===== config.mk =====
export PLATFORM = sky130hd
export DESIGN_NAME = sprite_frame_uv_stepper_unit_flat
export DESIGN_NICKNAME = d
export VERILOG_FILES = /design/src/design/sfuv_pkg.sv /design/src/design/sfuv_in_if.sv /design/src/design/sfuv_out_if.sv /design/src/design/sfuv_div.sv /design/src/design/sprite_frame_uv_stepper_unit.sv /design/src/flat_wrapper.sv
export SDC_FILE = /design/constraint.sdc
export NUM_CORES = 1
export LEC_CHECK = 0
export ABC_CLOCK_PERIOD_IN_PS = 13630
export BUFFER_PORTS_ARGS = -buffer_cell sky130_fd_sc_hd__buf_2
export CAP_MARGIN = 30
export CORE_MARGIN = 1
export CORE_UTILIZATION = 65
export CTS_BUF_LIST = sky130_fd_sc_hd__clkbuf_8
export DETAILED_ROUTE_END_ITERATION = 7
export PLACE_DENSITY_LB_ADDON = 0.08
export SETUP_SLACK_MARGIN = 0.2
export SYNTH_ARGS = -nofsm -noshare
export SYNTH_HDL_FRONTEND = slang
export SYNTH_SLANG_ARGS = --single-unit

===== constraint.sdc =====
create_clock -name clk_i -period 13.63 [get_ports clk_i]
set_input_delay 1.363 -clock clk_i [delete_from_list [all_inputs] [get_ports clk_i]]
set_output_delay 1.363 -clock clk_i [all_outputs]
set_load 0.01 [all_outputs]

===== src/design/sfuv_pkg.sv =====
// Shared widths, register indexes, reset values and helpers of the sprite frame UV stepper.
`timescale 1ns / 1ps

package sfuv_pkg;

  localparam int unsigned DimW     = 13;
  localparam int unsigned PosW     = 12;
  localparam int unsigned CountW   = 9;
  localparam int unsigned PeriodW  = 16;
  localparam int unsigned AccW     = 17;
  localparam int unsigned FrameW   = 8;
  localparam int unsigned CmdW     = 1;
  localparam int unsigned CfgIdxW  = 3;
  localparam int unsigned CfgDataW = 16;

  localparam int unsigned MaxFrames = 256;
  localparam int unsigned FracBits  = 16;
  localparam int unsigned UvW       = FracBits + 1;
  localparam int unsigned EffCap    = (MaxFrames < 256) ? MaxFrames : 256;

  localparam int unsigned XW     = DimW + FrameW;
  localparam int unsigned RowW   = XW;
  localparam int unsigned YW     = DimW + RowW;
  localparam int unsigned CoordW = YW + 1;

  localparam logic [UvW-1:0]  UvSat    = {UvW{1'b1}};
  localparam logic [AccW-1:0] TickStep = AccW'(16);

  localparam logic [CmdW-1:0] CmdTick = 1'b0;
  localparam logic [CmdW-1:0] CmdSet  = 1'b1;

  typedef enum logic [CfgIdxW-1:0] {
    CFG_TEX_WIDTH    = 3'd0,
    CFG_TEX_HEIGHT   = 3'd1,
    CFG_SOURCE_X     = 3'd2,
    CFG_SOURCE_Y     = 3'd3,
    CFG_STEP_X       = 3'd4,
    CFG_STEP_Y       = 3'd5,
    CFG_FRAME_COUNT  = 3'd6,
    CFG_FRAME_PERIOD = 3'd7
  } cfg_idx_e;

  localparam logic [DimW-1:0]    RstTexWidth  = DimW'(256);
  localparam logic [DimW-1:0]    RstTexHeight = DimW'(256);
  localparam logic [PosW-1:0]    RstSourceX   = '0;
  localparam logic [PosW-1:0]    RstSourceY   = '0;
  localparam logic [DimW-1:0]    RstStepX     = DimW'(16);
  localparam logic [DimW-1:0]    RstStepY     = DimW'(16);
  localparam logic [CountW-1:0]  RstCount     = CountW'(1);
  localparam logic [PeriodW-1:0] RstPeriod    = PeriodW'(16);

  // Number of frames actually in use for a programmed count.
  function automatic logic [CountW-1:0] eff_count(input logic [CountW-1:0] cnt);
    logic [CountW-1:0] res;
    res = cnt;
    if (cnt == '0) begin
      res = CountW'(1);
    end else if (cnt > CountW'(EffCap)) begin
      res = CountW'(EffCap);
    end
    return res;
  endfunction

endpackage


===== src/design/sfuv_in_if.sv =====
// Input channel interface of the sprite frame UV stepper.
`timescale 1ns / 1ps

interface sfuv_in_if;
  logic                          valid;
  logic                          ready;
  logic [sfuv_pkg::CmdW-1:0]     command;
  logic [sfuv_pkg::FrameW-1:0]   frame_index;

  modport source (output valid, output command, output frame_index, input ready);
  modport sink (input valid, input command, input frame_index, output ready);
endinterface


===== src/design/sfuv_out_if.sv =====
// Result channel interface of the sprite frame UV stepper.
`timescale 1ns / 1ps

interface sfuv_out_if;
  logic                        valid;
  logic                        ready;
  logic [sfuv_pkg::FrameW-1:0] frame;
  logic                        frame_changed;
  logic [sfuv_pkg::UvW-1:0]    u_min;
  logic [sfuv_pkg::UvW-1:0]    u_max;
  logic [sfuv_pkg::UvW-1:0]    v_min;
  logic [sfuv_pkg::UvW-1:0]    v_max;

  modport source (output valid, output frame, output frame_changed, output u_min,
                  output u_max, output v_min, output v_max, input ready);
  modport sink (input valid, input frame, input frame_changed, input u_min,
                input u_max, input v_min, input v_max, output ready);
endinterface


===== src/design/sfuv_div.sv =====
// Restoring divider that produces one quotient bit per cycle.
`timescale 1ns / 1ps

module sfuv_div #(
  parameter int unsigned NumW = 16
) (
  input  logic                      clk_i,
  input  logic                      rst_ni,
  input  logic                      start_i,
  input  logic [NumW-1:0]           num_i,
  input  logic [sfuv_pkg::DimW-1:0] rem_i,
  input  logic [sfuv_pkg::DimW-1:0] den_i,
  output logic [NumW-1:0]           quo_o,
  output logic [sfuv_pkg::DimW-1:0] rem_o,
  output logic                      done_o
);

  localparam int unsigned DenW = sfuv_pkg::DimW;
  localparam int unsigned CntW = $clog2(NumW + 1);

  logic [CntW-1:0] cnt_q;
  logic            done_q;
  logic [NumW-1:0] nq_q;
  logic [DenW-1:0] rem_q;
  logic [DenW-1:0] den_q;

  logic [DenW:0]   trial;
  logic [DenW:0]   diff;
  logic            ge;
  logic [DenW-1:0] rem_d;

  assign trial = {rem_q, nq_q[NumW-1]};
  assign diff  = trial - {1'b0, den_q};
  assign ge    = trial >= {1'b0, den_q};
  assign rem_d = ge ? diff[DenW-1:0] : trial[DenW-1:0];

  always_ff @(posedge clk_i or negedge rst_ni) begin
    if (!rst_ni) begin
      cnt_q  <= '0;
      done_q <= 1'b0;
    end else begin
      if (start_i) begin
        cnt_q  <= CntW'(NumW);
        done_q <= 1'b0;
      end else if (cnt_q != '0) begin
        cnt_q  <= cnt_q - CntW'(1);
        done_q <= (cnt_q == CntW'(1));
      end else begin
        done_q <= 1'b0;
      end
    end
  end

  always_ff @(posedge clk_i) begin
    if (start_i) begin
      nq_q  <= num_i;
      rem_q <= rem_i;
      den_q <= den_i;
    end else if (cnt_q != '0) begin
      nq_q  <= {nq_q[NumW-2:0], ge};
      rem_q <= rem_d;
    end
  end

  assign quo_o  = nq_q;
  assign rem_o  = rem_q;
  assign done_o = done_q;

endmodule


===== src/design/sprite_frame_uv_stepper_unit.sv =====
// Top level of the sprite frame UV stepper: frame state, serial arithmetic and result register.
`timescale 1ns / 1ps

//  Channel   Dir  Payload                                            Handshake
//  in_ch     in   command, frame_index                               valid / ready
//  out_ch    out  frame, frame_changed, u_min, u_max, v_min, v_max   valid / ready
//  cfg       in   cfg_idx_i, cfg_wdata_i                             cfg_we_i
//
// After a transaction is accepted, in_ch.ready returns once its result has entered the output
// register; the row divider is skipped when the texture width is zero.
// The work is done by the bit-serial shift-add multiplier (8 then 21 steps), the row
// divider (21 steps) and the four UV dividers (16 steps, running in parallel).
// A finished result waits in the output register, and the next transaction is taken
// meanwhile; only the hand-over into a still full output register stalls the block.
// Reset is asynchronous and restores the register defaults, frame 0 and accumulator 0.

module sprite_frame_uv_stepper_unit (
  input  logic                           clk_i,
  input  logic                           rst_ni,
  input  logic                           cfg_we_i,
  input  logic [sfuv_pkg::CfgIdxW-1:0]   cfg_idx_i,
  input  logic [sfuv_pkg::CfgDataW-1:0]  cfg_wdata_i,
  sfuv_in_if.sink                        in_ch,
  sfuv_out_if.source                     out_ch
);

  localparam int unsigned DimW    = sfuv_pkg::DimW;
  localparam int unsigned PosW    = sfuv_pkg::PosW;
  localparam int unsigned CountW  = sfuv_pkg::CountW;
  localparam int unsigned PeriodW = sfuv_pkg::PeriodW;
  localparam int unsigned AccW    = sfuv_pkg::AccW;
  localparam int unsigned FrameW  = sfuv_pkg::FrameW;
  localparam int unsigned XW      = sfuv_pkg::XW;
  localparam int unsigned RowW    = sfuv_pkg::RowW;
  localparam int unsigned YW      = sfuv_pkg::YW;
  localparam int unsigned CoordW  = sfuv_pkg::CoordW;
  localparam int unsigned UvW     = sfuv_pkg::UvW;
  localparam int unsigned FracW   = sfuv_pkg::FracBits;
  localparam int unsigned McntW   = $clog2(RowW + 1);
  localparam int unsigned Lanes   = 4;

  localparam logic [2:0] ST_IDLE  = 3'd0;
  localparam logic [2:0] ST_MULX  = 3'd1;
  localparam logic [2:0] ST_DIVR  = 3'd2;
  localparam logic [2:0] ST_MULY  = 3'd3;
  localparam logic [2:0] ST_PREP  = 3'd4;
  localparam logic [2:0] ST_DIVUV = 3'd5;
  localparam logic [2:0] ST_OUT   = 3'd6;

  logic [DimW-1:0]    tex_w_q;
  logic [DimW-1:0]    tex_h_q;
  logic [PosW-1:0]    src_x_q;
  logic [PosW-1:0]    src_y_q;
  logic [DimW-1:0]    step_x_q;
  logic [DimW-1:0]    step_y_q;
  logic [CountW-1:0]  fcount_q;
  logic [PeriodW-1:0] period_q;

  logic [FrameW-1:0]  frame_q;
  logic [AccW-1:0]    acc_q;
  logic               changed_q;

  logic [2:0]         state_q;
  logic [McntW-1:0]   mcnt_q;
  logic [DimW-1:0]    mul_hi_q;
  logic [RowW-1:0]    mul_lo_q;
  logic [XW-1:0]      x_q;
  logic [YW-1:0]      y_q;
  logic [Lanes-1:0]   sat_q;
  logic [Lanes-1:0]   msb_q;

  logic               out_valid_q;
  logic [FrameW-1:0]  o_frame_q;
  logic               o_changed_q;
  logic [UvW-1:0]     o_uv_q [Lanes];

  logic               in_fire;
  logic [CountW-1:0]  eff_cnt;
  logic [AccW-1:0]    acc_inc;
  logic               adv;
  logic [CountW-1:0]  frame_inc;
  logic [FrameW-1:0]  frame_wrap;
  logic               set_ok;
  logic [FrameW-1:0]  frame_d;
  logic [AccW-1:0]    acc_d;
  logic               chg_d;

  logic [DimW-1:0]    mul_mcand;
  logic [DimW:0]      mul_sum;
  logic               mul_step;
  logic [XW-1:0]      x_sum;
  logic [YW-1:0]      y_sum;

  logic               row_start;
  logic [RowW-1:0]    row_quo;
  logic [DimW-1:0]    row_rem;
  logic               row_done;

  logic [CoordW-1:0]  coord [Lanes];
  logic [DimW-1:0]    dim [Lanes];
  logic [Lanes-1:0]   ge_d;
  logic [Lanes-1:0]   sat_d;
  logic [DimW-1:0]    rem_init [Lanes];
  logic [FracW-1:0]   uv_quo [Lanes];
  logic [Lanes-1:0]   uv_done;
  logic               out_load;

  assign in_fire     = in_ch.valid && in_ch.ready;
  assign in_ch.ready = (state_q == ST_IDLE);

  // Frame and accumulator update for the accepted transaction.
  assign eff_cnt    = sfuv_pkg::eff_count(fcount_q);
  assign acc_inc    = acc_q + sfuv_pkg::TickStep;
  assign adv        = acc_inc >= {1'b0, period_q};
  assign frame_inc  = {1'b0, frame_q} + CountW'(1);
  assign frame_wrap = (frame_inc >= eff_cnt) ? '0 : frame_inc[FrameW-1:0];
  assign set_ok     = {1'b0, in_ch.frame_index} < eff_cnt;

  always_comb begin
    frame_d = frame_q;
    acc_d   = acc_q;
    chg_d   = 1'b0;
    if (in_ch.command == sfuv_pkg::CmdSet) begin
      if (set_ok) begin
        frame_d = in_ch.frame_index;
        chg_d   = 1'b1;
      end
    end else if (eff_cnt > CountW'(1)) begin
      if (adv) begin
        acc_d   = acc_inc - {1'b0, period_q};
        frame_d = frame_wrap;
        chg_d   = 1'b1;
      end else begin
        acc_d = acc_inc;
      end
    end
  end

  always_ff @(posedge clk_i or negedge rst_ni) begin
    if (!rst_ni) begin
      tex_w_q  <= sfuv_pkg::RstTexWidth;
      tex_h_q  <= sfuv_pkg::RstTexHeight;
      src_x_q  <= sfuv_pkg::RstSourceX;
      src_y_q  <= sfuv_pkg::RstSourceY;
      step_x_q <= sfuv_pkg::RstStepX;
      step_y_q <= sfuv_pkg::RstStepY;
      fcount_q <= sfuv_pkg::RstCount;
      period_q <= sfuv_pkg::RstPeriod;
    end else if (cfg_we_i) begin
      unique case (sfuv_pkg::cfg_idx_e'(cfg_idx_i))
        sfuv_pkg::CFG_TEX_WIDTH:    tex_w_q  <= cfg_wdata_i[DimW-1:0];
        sfuv_pkg::CFG_TEX_HEIGHT:   tex_h_q  <= cfg_wdata_i[DimW-1:0];
        sfuv_pkg::CFG_SOURCE_X:     src_x_q  <= cfg_wdata_i[PosW-1:0];
        sfuv_pkg::CFG_SOURCE_Y:     src_y_q  <= cfg_wdata_i[PosW-1:0];
        sfuv_pkg::CFG_STEP_X:       step_x_q <= cfg_wdata_i[DimW-1:0];
        sfuv_pkg::CFG_STEP_Y:       step_y_q <= cfg_wdata_i[DimW-1:0];
        sfuv_pkg::CFG_FRAME_COUNT:  fcount_q <= cfg_wdata_i[CountW-1:0];
        sfuv_pkg::CFG_FRAME_PERIOD: period_q <= cfg_wdata_i[PeriodW-1:0];
        default: ;
      endcase
    end
  end

  always_ff @(posedge clk_i or negedge rst_ni) begin
    if (!rst_ni) begin
      frame_q <= '0;
      acc_q   <= '0;
    end else if (in_fire) begin
      frame_q <= frame_d;
      acc_q   <= acc_d;
    end else if (cfg_we_i
                 && (sfuv_pkg::cfg_idx_e'(cfg_idx_i) == sfuv_pkg::CFG_FRAME_COUNT)
                 && ({1'b0, frame_q} >= sfuv_pkg::eff_count(cfg_wdata_i[CountW-1:0]))) begin
      frame_q <= '0;
    end
  end

  // Shared shift-add multiplier: one multiplier bit per cycle, LSB first.
  assign mul_mcand = (state_q == ST_MULX) ? step_x_q : step_y_q;
  assign mul_sum   = {1'b0, mul_hi_q} + (mul_lo_q[0] ? {1'b0, mul_mcand} : '0);
  assign mul_step  = ((state_q == ST_MULX) || (state_q == ST_MULY)) && (mcnt_q != '0);
  assign x_sum     = {mul_hi_q, mul_lo_q[RowW-1 -: FrameW]} + XW'(src_x_q);
  assign y_sum     = {mul_hi_q, mul_lo_q} + YW'(src_y_q);

  assign row_start = (state_q == ST_MULX) && (mcnt_q == '0) && (tex_w_q != '0);

  sfuv_div #(.NumW(RowW)) u_row_div (
    .clk_i   (clk_i),
    .rst_ni  (rst_ni),
    .start_i (row_start),
    .num_i   (x_sum),
    .rem_i   ('0),
    .den_i   (tex_w_q),
    .quo_o   (row_quo),
    .rem_o   (row_rem),
    .done_o  (row_done)
  );

  // Each UV quotient saturates when the coordinate reaches twice the dimension or the dimension is zero.
  always_comb begin
    coord[0] = CoordW'(x_q);
    coord[1] = CoordW'(x_q) + CoordW'(step_x_q);
    coord[2] = CoordW'(y_q);
    coord[3] = CoordW'(y_q) + CoordW'(step_y_q);
    dim[0]   = tex_w_q;
    dim[1]   = tex_w_q;
    dim[2]   = tex_h_q;
    dim[3]   = tex_h_q;
    for (int l = 0; l < Lanes; l++) begin
      ge_d[l]     = coord[l] >= CoordW'(dim[l]);
      sat_d[l]    = (dim[l] == '0) || (coord[l] >= (CoordW'(dim[l]) << 1));
      rem_init[l] = ge_d[l] ? DimW'(coord[l] - CoordW'(dim[l])) : coord[l][DimW-1:0];
    end
  end

  for (genvar l = 0; l < Lanes; l++) begin : g_uv
    sfuv_div #(.NumW(FracW)) u_uv_div (
      .clk_i   (clk_i),
      .rst_ni  (rst_ni),
      .start_i (state_q == ST_PREP),
      .num_i   ('0),
      .rem_i   (rem_init[l]),
      .den_i   (dim[l]),
      .quo_o   (uv_quo[l]),
      .rem_o   (),
      .done_o  (uv_done[l])
    );
  end

  assign out_load = (state_q == ST_OUT) && (!out_valid_q || out_ch.ready);

  always_ff @(posedge clk_i or negedge rst_ni) begin
    if (!rst_ni) begin
      state_q <= ST_IDLE;
      mcnt_q  <= '0;
    end else begin
      unique case (state_q)
        ST_IDLE: begin
          if (in_fire) begin
            state_q <= ST_MULX;
            mcnt_q  <= McntW'(FrameW);
          end
        end
        ST_MULX: begin
          if (mcnt_q != '0) begin
            mcnt_q <= mcnt_q - McntW'(1);
          end else begin
            mcnt_q  <= McntW'(RowW);
            state_q <= (tex_w_q != '0) ? ST_DIVR : ST_MULY;
          end
        end
        ST_DIVR: begin
          if (row_done) begin
            state_q <= ST_MULY;
          end
        end
        ST_MULY: begin
          if (mcnt_q != '0) begin
            mcnt_q <= mcnt_q - McntW'(1);
          end else begin
            state_q <= ST_PREP;
          end
        end
        ST_PREP: state_q <= ST_DIVUV;
        ST_DIVUV: begin
          if (uv_done[0]) begin
            state_q <= ST_OUT;
          end
        end
        ST_OUT: begin
          if (out_load) begin
            state_q <= ST_IDLE;
          end
        end
        default: state_q <= ST_IDLE;
      endcase
    end
  end

  always_ff @(posedge clk_i) begin
    if (in_fire) begin
      mul_hi_q  <= '0;
      mul_lo_q  <= RowW'(frame_d);
      changed_q <= chg_d;
    end else if (mul_step) begin
      mul_hi_q <= mul_sum[DimW:1];
      mul_lo_q <= {mul_sum[0], mul_lo_q[RowW-1:1]};
    end else if (state_q == ST_MULX) begin
      x_q      <= x_sum;
      mul_hi_q <= '0;
      mul_lo_q <= '0;
    end else if ((state_q == ST_DIVR) && row_done) begin
      x_q      <= XW'(row_rem);
      mul_hi_q <= '0;
      mul_lo_q <= row_quo;
    end else if (state_q == ST_MULY) begin
      y_q <= y_sum;
    end else if (state_q == ST_PREP) begin
      sat_q <= sat_d;
      msb_q <= ge_d;
    end
  end

  always_ff @(posedge clk_i or negedge rst_ni) begin
    if (!rst_ni) begin
      out_valid_q <= 1'b0;
    end else if (out_load) begin
      out_valid_q <= 1'b1;
    end else if (out_ch.ready) begin
      out_valid_q <= 1'b0;
    end
  end

  always_ff @(posedge clk_i) begin
    if (out_load) begin
      o_frame_q   <= frame_q;
      o_changed_q <= changed_q;
      for (int l = 0; l < Lanes; l++) begin
        o_uv_q[l] <= sat_q[l] ? sfuv_pkg::UvSat : {msb_q[l], uv_quo[l]};
      end
    end
  end

  assign out_ch.valid         = out_valid_q;
  assign out_ch.frame         = o_frame_q;
  assign out_ch.frame_changed = o_changed_q;
  assign out_ch.u_min         = o_uv_q[0];
  assign out_ch.u_max         = o_uv_q[1];
  assign out_ch.v_min         = o_uv_q[2];
  assign out_ch.v_max         = o_uv_q[3];

  a_frame_in_range: assert property (@(posedge clk_i) disable iff (!rst_ni)
    {1'b0, frame_q} < eff_cnt)
    else $error("Current frame is outside the active frame count.");

  a_uv_lockstep: assert property (@(posedge clk_i) disable iff (!rst_ni)
    uv_done[0] |-> (uv_done == {Lanes{1'b1}}))
    else $error("UV dividers finished out of step.");

  a_row_done_state: assert property (@(posedge clk_i) disable iff (!rst_ni)
    row_done |-> (state_q == ST_DIVR))
    else $error("Row division finished outside its state.");

  a_result_kept: assert property (@(posedge clk_i) disable iff (!rst_ni)
    (out_ch.valid && !out_ch.ready) |=> (out_ch.valid && $stable(out_ch.frame)
      && $stable(out_ch.frame_changed) && $stable(out_ch.u_min) && $stable(out_ch.u_max)
      && $stable(out_ch.v_min) && $stable(out_ch.v_max)))
    else $error("Pending result was dropped or overwritten.");

endmodule

===== src/flat_wrapper.sv =====
// flat-port wrapper written by rule: the top's interface ports become plain ports
module sprite_frame_uv_stepper_unit_flat 
  (clk_i, rst_ni, cfg_we_i, cfg_idx_i, cfg_wdata_i, in_ch_valid, in_ch_command, in_ch_frame_index, in_ch_ready, out_ch_valid, out_ch_frame, out_ch_frame_changed, out_ch_u_min, out_ch_u_max, out_ch_v_min, out_ch_v_max, out_ch_ready);
  sfuv_in_if in_ch_i ();
  sfuv_out_if out_ch_i ();
  input  logic clk_i;
  input  logic rst_ni;
  input  logic cfg_we_i;
  input  logic [sfuv_pkg::CfgIdxW-1:0] cfg_idx_i;
  input  logic [sfuv_pkg::CfgDataW-1:0] cfg_wdata_i;
  input wire logic [$bits(in_ch_i.valid)-1:0] in_ch_valid;
  input wire logic [$bits(in_ch_i.command)-1:0] in_ch_command;
  input wire logic [$bits(in_ch_i.frame_index)-1:0] in_ch_frame_index;
  output wire logic [$bits(in_ch_i.ready)-1:0] in_ch_ready;
  output wire logic [$bits(out_ch_i.valid)-1:0] out_ch_valid;
  output wire logic [$bits(out_ch_i.frame)-1:0] out_ch_frame;
  output wire logic [$bits(out_ch_i.frame_changed)-1:0] out_ch_frame_changed;
  output wire logic [$bits(out_ch_i.u_min)-1:0] out_ch_u_min;
  output wire logic [$bits(out_ch_i.u_max)-1:0] out_ch_u_max;
  output wire logic [$bits(out_ch_i.v_min)-1:0] out_ch_v_min;
  output wire logic [$bits(out_ch_i.v_max)-1:0] out_ch_v_max;
  input wire logic [$bits(out_ch_i.ready)-1:0] out_ch_ready;
  assign in_ch_i.valid = in_ch_valid;
  assign in_ch_i.command = in_ch_command;
  assign in_ch_i.frame_index = in_ch_frame_index;
  assign in_ch_ready = in_ch_i.ready;
  assign out_ch_valid = out_ch_i.valid;
  assign out_ch_frame = out_ch_i.frame;
  assign out_ch_frame_changed = out_ch_i.frame_changed;
  assign out_ch_u_min = out_ch_i.u_min;
  assign out_ch_u_max = out_ch_i.u_max;
  assign out_ch_v_min = out_ch_i.v_min;
  assign out_ch_v_max = out_ch_i.v_max;
  assign out_ch_i.ready = out_ch_ready;
  sprite_frame_uv_stepper_unit u_core (.clk_i(clk_i), .rst_ni(rst_ni), .cfg_we_i(cfg_we_i), .cfg_idx_i(cfg_idx_i), .cfg_wdata_i(cfg_wdata_i), .in_ch(in_ch_i), .out_ch(out_ch_i));
endmodule

==> out/qor.csv <==
stage,metric,value,unit
run_status,status,completed,
timing,Fin Hold WS,435,ps
floorplanning,number of I/O pins,112,
worst_setup_path,CP bufs+invs,2,
logic_synthesis,Ys Warns,0,
placement,DPL Wire Length,64900,um
floorplanning,standard-cell row count,82,
worst_setup_path,critical path's top delay family,compound AO/OA/AOI/OAI gates,
worst_setup_path,Reg2Reg Depth,16,
placement,Final Wtd Congestion,0.970,
logic_synthesis,Synth Instances,3429,
finish,diodes inserted,0,
floorplanning,Die Wd,228,um
cts,CTS tree,done,
timing,"Hold Vio Cnt, Final",0,
logic_synthesis,Mapped Area,0.0331,mm^2
floorplanning,DIE AREA,0.0518,mm^2
worst_hold_path,hold path cells,0,
cts,CTS Sinks,526,
worst_setup_path,CP max stage cell,a221oi_1,
logic_synthesis,"flops & latches, synth",526,
finish,synthesis-to-finish area growth,9.17,%
logic_synthesis,"Primary FF master, synth",edfxtp_1,
finish,Fill cells,3749,
worst_hold_path,Worst Hold Class,reg -> reg,
logic_synthesis,synth top area cells,"edfxtp_1, dfrtp_1, ha_1",
detailed_routing,average vias per placed instance,6.25,
detailed_routing,Iter 0 DRT Violations,2060,
job,Max Cap Viol,0,
logic_synthesis,ys async rst share,0.308,
cts,CTS Buf Count,89,
timing,Setup TNS,0,ps
pwr,Sw Ratio,0.435,
cts,CTS root buf,clkbuf_8,
timing,f_max,205,MHz
pwr,worst vdd ir,0.000175,V
cts,Clock Pin Slew Worst Setup and Hold Paths,60,ps
pwr,Gate power share,0.533,
worst_setup_path,WP data arrival,5300,ps
timing,minimum clock period,4890,ps
detailed_routing,final wirelength,87600,um
timing,relative slew slack,0.348,
logic_synthesis,"Seq/Total Area, Yosys",0.422,
cts,CTS-repair resized insts,0,
finish,share of layout cells above drive strength 1,0.132,
pwr,sequential share of power,0.311,
pwr,Pint,5090,uW
worst_setup_path,CP Max Fanout,14,
logic_synthesis,leading area contributor after synthesis,edfxtp_1,
global_routing,initial antenna violation count,1,
logic_synthesis,synth cell count leaders,"nand2_1, ha_1, edfxtp_1, a21oi_1, nor2_1",
worst_setup_path,CP startpoint kind,flip-flop,
logic_synthesis,post-synth cell types,85,
worst_setup_path,CP Depth,16,
cts,hold_buf cts,0,
global_routing,grt total ovfl,0,
detailed_routing,via count,26800,
global_routing,All-Layer GR Usage,0.338,
cts,# H-tree levels,3,
floorplanning,die height,228,um
finish,area occupied by multi-input gates,0.0181,mm^2
timing,Tcrit/Tclk final,0.358,
logic_synthesis,"EDFF count, synth",261,
timing,Final Skew,47.0,ps
placement,Port-buffer cells,111,
logic_synthesis,main combinational cell family by area after synthesis,compound AO/OA/AOI/OAI gates,
pwr,power share of the clock group,0.156,
worst_setup_path,worst path required time,14050,ps
detailed_routing,Avg WL per Cell,20.4,um
logic_synthesis,most frequent cell after synthesis,nand2_1,
finish,"Cell Count, Final, Fillers Out",4288,
worst_setup_path,Critical Path Sink Type,flip-flop,
worst_setup_path,crit path kind,reg -> reg,
detailed_routing,Pre-antenna DRT Iters,7,
logic_synthesis,share of the synthesized area in the top cell type,0.237,
finish,Reg area,0.0140,mm^2
timing,Tightest Pin Transition,953,ps
global_routing,vias in the first global route,25600,
logic_synthesis,XOR/XNOR Fraction of Synth Area,0.0529,
detailed_routing,DR DRC count,0,
global_routing,largest net degree at the start of global routing,92,
pwr,NetSw,3910,uW
logic_synthesis,Syn Nets,3764,
timing,# setup viols final,0,
worst_setup_path,largest stage delay on the critical path,470,ps
global_routing,first-pass GRT wire length,136000,um
floorplanning,core area,0.0502,mm^2
logic_synthesis,mux share of post-synthesis cell area,0.0484,
logic_synthesis,Synth Area in Adders,0.118,
cts,Clock Tree Buf Depth,3,
detailed_routing,final antenna-violating net count,0,
floorplanning,Initial Utilization,0.660,
pwr,leakage,0.0153,uW
worst_setup_path,"Cell Chain, Critical Path",ha_1 -> fa_1 -> a21o_1 -> a221oi_1 -> xnor2_1 -> ha_1 -> and4_1 -> a221oi_1 -> nand3_1 -> o311a_1 -> nand4_1 -> o21ai_0 -> nor4b_4 -> buf_6 -> inv_2 -> o311a_1,
cts,clock latency on the worst-skew pair,700,ps
timing,"Slew Viols, Final",0,
pwr,Pwr per Cell Area,249,mW/mm^2
logic_synthesis,Mapped Avg Cell Area,9.65,um^2
cts,setup repair bufs after CTS,0,
timing,RSZ-0062 raised after global routing,false,
finish,Final nets,3875,
logic_synthesis,Synth Area in Compound Gates,0.165,
placement,post-placement cell count,4119,
logic_synthesis,post-synthesis simple-gate area fraction,0.160,
==> through the flow <==
step / total power (uW) / utilization / setup slack [ps] / cell area, um^2
2_1_floorplan: 6270 / - / 8180 / 33100
3_3_place_gp: 7290 / 0.684 / 8560 / 34300
3_5_place_dp: 7480 / 0.685 / 8430 / 34400
4_1_cts: 8930 / 0.720 / 8400 / 36100
5_1_grt: 9660 / 0.720 / 8460 / 36100
6_report: 9000 / 0.720 / 8740 / 36100
==> layer usage <==
metal / global-route usage / share of wire
met5: 0 / 0
met1: 0.453 / 0.43
met2: 0.534 / 0.45
met4: 0.168 / 0.046
met3: 0.0546 / 0.072
==> final timing paths <==
| kind | startpoint | endpoint | slack [ps] |
|---|---|---|---|
| min reg2reg | u_core.changed_q | u_core.out_ch.frame_changed | 440 |
| max in group asynchronous | rst_ni | u_core.acc_q[9] | 11460 |
| min in group asynchronous | rst_ni | u_core.g_uv[3].u_uv_div.cnt_q[2] | 590 |
| min | u_core.changed_q | u_core.out_ch.frame_changed | 440 |
| max reg2reg | u_core.x_q[0] | u_core.g_uv[1].u_uv_div.rem_o[5] | 8740 |
| max | u_core.x_q[0] | u_core.g_uv[1].u_uv_div.rem_o[5] | 8740 |
==> state kept, by name, indices dropped and copies added (netlist names), 16 cells and up <==
signal and flops:
u_core.o_uv_q 68, u_core.g_uv.u_uv_div.quo_o 64, u_core.g_uv.u_uv_div.rem_o 52, u_core.y_q 34, u_core.g_uv.u_uv_div.den_q 26, u_core.mul_lo_q 21, u_core.u_row_div.quo_o 21, u_core.x_q 21
u_core.g_uv.u_uv_div.cnt_q 20, u_core.acc_q 17, u_core.period_q 16
==> power groups by stage <==
stage / logic, uW / clock network (uW) / registers, uW
2_1_floorplan: 3660 / 0 / 2610
3_3_place_gp: 4510 / 0 / 2780
3_5_place_dp: 4670 / 0 / 2810
4_1_cts: 4720 / 1420 / 2780
5_1_grt: 5300 / 1490 / 2860
6_report: 4800 / 1410 / 2800
==> layout make-up <==
cell class	instances	share of cell area
repair buffers	144	0.0233
clock inverters	68	0.0109
multi-input cells	2603	0.500
well taps	672	0.0233
inverters	176	0.0184
flip-flops and latches	526	0.386
clock buffers	99	0.0377
==> worst register-to-register path: stages, from the launching register on <==
cell and delay, ps:
edfxtp_1 430, ha_1 280, fa_1 410, a21o_1 220, a221oi_1 470, xnor2_1 260, ha_1 360, and4_1 230
a221oi_1 470, nand3_1 150, o311a_1 140, nand4_1 80, o21ai_0 160, nor4b_4 330, buf_6 240, inv_2 70
o311a_1 320
==> cells in the final DEF, fill, tap and decap left out, types with 15 or more instances in the layout <==
master,count
nand2_1,369
ha_1,287
edfxtp_1,261
a21oi_1,257
nor2_1,230
inv_1,197
o21ai_0,180
dfrtp_1,156
xnor2_1,114
buf_2,110
dfxtp_1,103
clkbuf_8,99
mux2_2,92
or2_2,87
xor2_1,86
a21o_1,82
nor3_1,82
nand3_1,66
a211oi_1,63
mux2i_1,54
nor2b_1,51
nand2b_1,47
nand4_1,46
o21a_1,36
nor4_1,30
buf_4,30
and3_1,28
o211ai_1,23
clkinv_1,19
clkinv_2,19
o31ai_1,18
a21boi_0,18
fa_1,15
==> kinds of logic (layout without fill, tap and decap cells) <==
kind of cell,after synthesis,in the layout
AND/OR/NAND/NOR,1101,1101
XOR/XNOR,200,200
buffers and inverters,300,487
multiplexers,148,148
adder cells (fa/ha/maj),302,302
flip-flops,526,526
AO/OA/AOI/OAI,852,852
No activity file was read; power rests on OpenSTA's default activity.
